### config.mk
export PLATFORM = sky130hd
export DESIGN_NAME = tcw_front
export DESIGN_NICKNAME = d
export VERILOG_FILES = /design/src/tcw_pkg.sv /design/src/tcw_front.sv
export SDC_FILE = /design/constraint.sdc
export NUM_CORES = 1
export LEC_CHECK = 0
export BUFFER_PORTS_ARGS = -buffer_cell sky130_fd_sc_hd__buf_2
export CORE_MARGIN = 2
export CORE_UTILIZATION = 54
export CTS_BUF_LIST = sky130_fd_sc_hd__clkbuf_4 sky130_fd_sc_hd__clkbuf_8
export DETAILED_ROUTE_END_ITERATION = 7
export MAX_ROUTING_LAYER = met4
export PLACE_DENSITY = 0.79
export SLEW_MARGIN = 20
export SYNTH_ARGS = -nofsm -noshare
export SYNTH_HDL_FRONTEND = slang
export SYNTH_SLANG_ARGS = --single-unit
### constraint.sdc
create_clock -name clk -period 2.45 [get_ports clk]
set_clock_uncertainty 0.05 [all_clocks]
set_input_delay 0.6125 -clock clk [delete_from_list [all_inputs] [get_ports clk]]
set_output_delay 0.6125 -clock clk [all_outputs]
set_load 0.05 [all_outputs]
### src/tcw_pkg.sv
// Shared types and constants of the text console writer.
package tcw_pkg;

	localparam int CHAR_W  = 8;
	localparam int IDX_W   = 11;
	localparam int POS_W   = 11;
	localparam int CELL_W  = 16;
	localparam int COLOR_W = 4;

	localparam logic [0:0] OP_PUT  = 1'b0;
	localparam logic [0:0] OP_READ = 1'b1;

	localparam logic [0:0] REG_FG = 1'b0;
	localparam logic [0:0] REG_BG = 1'b1;

	localparam logic [CHAR_W-1:0] CH_NEWLINE = 8'h0A;
	localparam logic [CHAR_W-1:0] CH_TAB     = 8'h09;
	localparam logic [CHAR_W-1:0] PRINT_LOW  = 8'h20;
	localparam logic [CHAR_W-1:0] PRINT_HIGH = 8'h7E;
	localparam int                TAB_STEP   = 8;
	localparam logic [CELL_W-1:0] RESET_CELL = 16'h0220;

	typedef enum logic [2:0] {
		K_PRINT   = 3'd0,
		K_NEWLINE = 3'd1,
		K_TAB     = 3'd2,
		K_IGNORE  = 3'd3,
		K_READ    = 3'd4
	} tcw_kind_t;

	typedef struct packed {
		logic [0:0]        opcode;
		logic [CHAR_W-1:0] char_code;
		logic [IDX_W-1:0]  cell_index;
	} tcw_req_t;

	typedef struct packed {
		logic [POS_W-1:0]  cursor_pos;
		logic [CELL_W-1:0] cell_value;
	} tcw_rsp_t;

	typedef struct packed {
		tcw_kind_t         kind;
		logic [CHAR_W-1:0] char_code;
		logic [IDX_W-1:0]  cell_index;
	} tcw_item_t;

	typedef struct packed {
		logic      valid;
		tcw_item_t item;
	} tcw_head_t;

	typedef struct packed {
		logic pop;
		logic init_busy;
	} tcw_ctl_t;

	typedef struct packed {
		logic [COLOR_W-1:0] fg;
		logic [COLOR_W-1:0] bg;
	} tcw_colors_t;

endpackage

### src/tcw_front.sv
// Front end: accepts request beats, classifies them and queues them for the back end.
module tcw_front import tcw_pkg::*; (
	input  logic      clk,
	input  logic      arst_n,
	input  logic      req_valid,
	output logic      req_stall,
	input  tcw_req_t  req,
	output tcw_head_t head,
	input  tcw_ctl_t  ctl
);

	localparam int DEPTH = 2;
	localparam int PTR_W = 1;
	localparam int CNT_W = 2;

	tcw_item_t        slot_q [DEPTH];
	logic [PTR_W-1:0] wr_ptr_q;
	logic [PTR_W-1:0] rd_ptr_q;
	logic [CNT_W-1:0] count_q;
	tcw_item_t        item;
	logic             push;
	logic             full;

	always_comb begin
		item.char_code  = req.char_code;
		item.cell_index = req.cell_index;
		case (req.opcode)
			OP_READ: begin
				item.kind = K_READ;
			end
			OP_PUT: begin
				if (req.char_code == CH_NEWLINE) begin
					item.kind = K_NEWLINE;
				end else if (req.char_code == CH_TAB) begin
					item.kind = K_TAB;
				end else if (req.char_code >= PRINT_LOW && req.char_code <= PRINT_HIGH) begin
					item.kind = K_PRINT;
				end else begin
					item.kind = K_IGNORE;
				end
			end
			default: begin
				item.kind = K_IGNORE;
			end
		endcase
	end

	assign full      = (count_q == CNT_W'(DEPTH));
	assign req_stall = full || ctl.init_busy;
	assign push      = req_valid && !req_stall;

	always_ff @(posedge clk) begin
		if (push) begin
			slot_q[wr_ptr_q] <= item;
		end
	end

	always_ff @(posedge clk or negedge arst_n) begin
		if (!arst_n) begin
			wr_ptr_q <= '0;
			rd_ptr_q <= '0;
			count_q  <= '0;
		end else begin
			if (push) begin
				wr_ptr_q <= wr_ptr_q + 1'b1;
			end
			if (ctl.pop) begin
				rd_ptr_q <= rd_ptr_q + 1'b1;
			end
			case ({push, ctl.pop})
				2'b10:   count_q <= count_q + 1'b1;
				2'b01:   count_q <= count_q - 1'b1;
				default: count_q <= count_q;
			endcase
		end
	end

	assign head.valid = (count_q != '0);
	assign head.item  = slot_q[rd_ptr_q];

endmodule

; ---- Word-level counts from Yosys, hierarchy flattened
; Memory sizes are Yosys's and may differ from the RTL's.
; Index checks and enable logic that the tools add are counted.
[word_totals]
n_memories = 1
reg_bits = 4
input_bits = 25
elab_cells = 29
out_inout_bits = 24
mem_bits_rw = 44
[classes]
eq_ne = 5
n_reduce_logical = 6
muxes = 7
add_sub_neg = 4
magnitude_cmp = 2
bitwise = 1
[memory_table]
columns = name, words, word_bits, read_ports, rd_ports_with_merged_regs, wr, line_no
row1 = slot_q, 2, 22, 1, 0, 1, tcw_front.sv:16  ; tcw_item_t slot_q [DEPTH];
[ops]
columns = op, count
row1 = $eq 8x4->1 const B, 2
row2 = $ge 8x6->1 const B, 1
row3 = $le 8x7->1 const B, 1
row4 = $mux 2, 3
row5 = $pmux 3 s2, 1
row6 = $eq 2x2->1 const B, 2
row7 = $pmux 2 s2, 1
row8 = $reduce_bool 2->1, 2
row9 = $add 1x1->1 const B, 2
row10 = $add 2x1->2 const B, 1
row11 = $eq 2x1->1 const B, 1
row12 = $logic_and 1x1->1, 2
row13 = $mux 1, 2
row14 = $sub 2x1->2 const B, 1
row15 = $logic_not 1->1, 1
row16 = $logic_or 1x1->1, 1
row17 = $not 1->1, 1

; ---- Logic depth before layout (Yosys ltp)
[depth]
depth_word = 6
ltp_mapped = 6
ltp_nobuf = 6

; ---- Worst setup path before layout
; OpenSTA, ideal clock, no wires.
[synth_timing]
kind = input -> register
startpoint = input port ctl[0] (netlist name)
endpoint = memory slot_q[1][0] (netlist name) (enable)
setup_ps = 401
arrival_ps = 1762
path_slack_ps = 237
stages = 3
t_required_ps = 1999
n_path_buf = 0
path_cell_list = inv_1 -> o211ai_2 -> nor2_1
[synth_via]
elab_chain_cells = 5
[synth_lines]
columns = item, line_no
row1 = start: declaration, tcw_front.sv:9  ; input tcw_ctl_t ctl
row2 = $logic_or 1x1->1, tcw_front.sv:49  ; assign req_stall = full || ctl.init_busy;
row3 = $logic_not 1->1, tcw_front.sv:50  ; assign push = req_valid && !req_stall;
row4 = $logic_and 1x1->1, tcw_front.sv:50
row5 = $mux 1, tcw_front.sv:53  ; if (push) begin
row6 = $mux 1 (implied by the code), tcw_front.sv:54  ; slot_q[wr_ptr_q] <= item;
row7 = end: declaration, tcw_front.sv:16
; No other way between the ends.

==> summary.md <==
| Metric | Value |
|---|---|
| Outcome | finished, final reports clean |
| Critical path fanouts, max | 13 |
| Synth Area in Adders | 0.00674 |
| Site Rows | 21 |
| Final worst setup slack | approximately 260 ps |
| Simple-gate share of the synthesized area | 0.0249 |
| Max Buffers Root-to-Sink | 2 |
| RSZ-0062 raised after global routing | false |
| DP HPWL | approximately 2100 um |
| Mapped Avg Cell Area | 19.1 um2 |
| Iter 0 DRT Violations | 22 |
| DRT Pass-1 Iters | 4 |
| Largest net degree at the start of global routing | 18 |
| Hold Fails Final Rpt | 0 |
| Register area share after synthesis | 0.765 |
| Layout Cells excl Fill | 202 |
| I/O pin count | slightly below 50 |
| Slowest cell on the critical path | dfrtp_1 |
| Crit path launch | rd_ptr_q$_DFFE_PN0P_ |
| Hold Buf Count CTS | 1 |
| Top area cells in the synthesized netlist | edfxtp_1 71%, mux2_1 12%, dfrtp_1 5.4% |
| Chip width | 62.6 um |
| Setup TNS | 0 ps |
| Post-cts resize count | 0 |
| Setup crit end kind | output port |
| CP peak stage delay | around 380 ps |
| Die ar. | 0.00392 mm2 |
| Crit path buf inv count | 2 |
| WL per Instance | ~14 um |
| Post-synthesis cell type count | 20 |
| WP depth | 3 |
| Cts bufs inserted | 5 |
| Post-synthesis xor/xnor area fraction | 0.0236 |
| Total track usage | 0.173 |
| Post-Synthesis Cell Area | between 0.0015 and 0.002 mm2 |
| Compound-Gate Fraction of Synth Area | 0.0276 |
| Ys Warns | 0 |
| Worst vdd ir | around 0.00053 V |
| Fin. max-slew vios | 0 |
| CTS tree | yes |
| Period minus WS final | about 2200 ps |
| Nets | ~180 |
| Area share of the largest cell type after synthesis | 0.712 |
| Grt total ovfl | 0 |
| Cells along the critical path | buf_4 -> mux2_1 -> buf_2 |
| First-pass GRT wire length | 4950 um |
| Post CTS Setup Buffer Count | 0 |
| Rel. slew slack | 0.760 |
| Fillcell total | 251 |
| Count of input and output buffers | 48 |
| Reg2reg start | count_q[1]$_DFFE_PN0P_ |
| Residual DRC count | 0 |
| Post-Syn Instances | between 90 and 100 |
| # diodes | 0 |
| Vias in the first global route | 1114 |
| Main combinational cell family by area after synthesis | multiplexers |
| Core ar. | ~0.0033 mm2 |
| Worst-skew pair later-pin latency | roughly 350 ps |
| RePlAce Congestion | 0.748 |
| Leakage | 0.858 nW |
| Final worst path period share | 0.892 |
| Multiplexer share of the synthesized area | 0.133 |
| Vias | around 1000 |
| Worst hold-check path type | input port to flip-flop |
| Setup crit end | head[9] |
| DRT Wirelength | 2920 um |
| Flop2flop setup slack | about 920 ps |
| Post-DRT Antenna Nets | 0 |
| Delay-heaviest family, CP | buffers and inverters |
| DP Cell Count | between 150 and 200 |
| R2R depth | 4 |
| #FFs+latches synth | 48 |
| CTS sink cnt | 48 |
| Design Power | approximately 2.5 mW |
| Fraction of layout cells with a size suffix above 1 | 0.423 |
| CTS clk-pin slew, worst paths | around 120 ps |
| Final Setup Violations | 0 |
| H-tree Lvls | 2 |
| Dominant cell type by area after synthesis | edfxtp_1 |
| Post-DR vias/cell | around 5.0 |
| Slew @ Worst Pin | approximately 360 ps |
| Critical path arrival | around 1500 ps |
| Number of max-cap violations | 0 |
| Initial cell density of the core | 0.561 |
| Worst Setup Start Kind | flip-flop |
| Power density cells | roughly 1100 mW/mm2 |
| Antenna violations before repair | 0 |
| R2R Path End | slot_q[1][19]$_DFFE_PP_ |
| Worst EP required | roughly 1800 ps |
| Max Fclk | roughly 460 MHz |
| CTS root buf | clkbuf_4 |
| Syn-to-layout area delta | 21.8% |
| DP Worst Slack | a little over 600 ps |
| Crit path kind | flip-flop to output port |
| Syn_nets | 123 |
| Die Y | between 60 and 70 um |
-- worst min-delay path by stage --
stage / from / endpoint / cells past startpoint / slack, ps
floorplan: arst_n / count_q[0]$_DFFE_PN0P_ / 0 / 270
global route: req[0] / slot_q[1][0]$_DFFE_PP_ / 1 / 360
detailed placement: arst_n / count_q[1]$_DFFE_PN0P_ / 1 / 380
global placement: arst_n / count_q[1]$_DFFE_PN0P_ / 1 / 370
CTS: req[1] / slot_q[0][1]$_DFFE_PP_ / 1 / 360
finish: req[1] / slot_q[0][1]$_DFFE_PP_ / 1 / 390
-- logic make-up (layout without fill, tap and decap cells) --
logic type	Yosys count	count (layout)
flops	48	48
mux	22	22
simple gates	8	8
buf+inv	7	66
compound gates	6	6
xor+xnor	5	5
fa+ha+maj	1	1
-- synth_stat cells --
library cell,n
buf_4,2
dfrtp_1,4
edfxtp_1,44
ha_1,1
inv_1,5
mux2_1,20
mux2_2,2
nand3b_1,1
nand4_1,1
nand4b_1,1
nor2_1,3
nor4_1,1
o211ai_2,1
o21ai_0,1
o21ba_2,1
o22ai_1,1
o31a_1,2
or2_2,1
xnor2_1,4
xor2_1,1
-- stage by stage --
stage | instance area, um2 | hold WS (ps) | utilization
CTS | 2260 | 364 | 0.683
finish | 2260 | 394 | 0.683
global placement | 2200 | 372 | 0.664
detailed placement | 2200 | 375 | 0.664
floorplan | 1860 | 267 | -
global route | 2260 | 362 | 0.683
-- layout make-up --
class	count	area, um2	share of cell area
multi-input combinational	42	407	0.180
sequential	48	1420	0.629
inverter	5	18.8	0.00830
clock inverter	3	13.8	0.00609
tap	46	57.6	0.0255
timing repair buffer	53	305	0.135
clock buffer	5	37.5	0.0166
-- routing by layer --
| layer | track usage | up-vias | share of wire |
|---|---|---|---|
| met5 | - | - | 0 |
| met3 | 0.0595 | 4 | 0.060 |
| met4 | 0.0639 | 0 | 0.0082 |
| met2 | 0.289 | 36 | 0.52 |
| met1 | 0.194 | 481 | 0.41 |
| li1 | - | 488 | - |
-- registers in the layout, summed over array words and instances, names as in the netlist --
name      count
slot_q       44
count_q       2
rd_ptr_q      1
wr_ptr_q      1
-- placed cells by master (no fill, tap or decap), types with 4 or more instances in the layout --
master	instances
xnor2_1	4
edfxtp_1	44
mux2_1	20
buf_2	48
clkbuf_4	5
inv_1	5
dfrtp_1	4
-- power breakdown --
part           switching (mW)  internal [mW]
clock network           0.221          0.106
logic                   0.777          0.316
registers              0.0497           1.03
total                    1.05           1.45
Power figures use the tool's default switching activity.
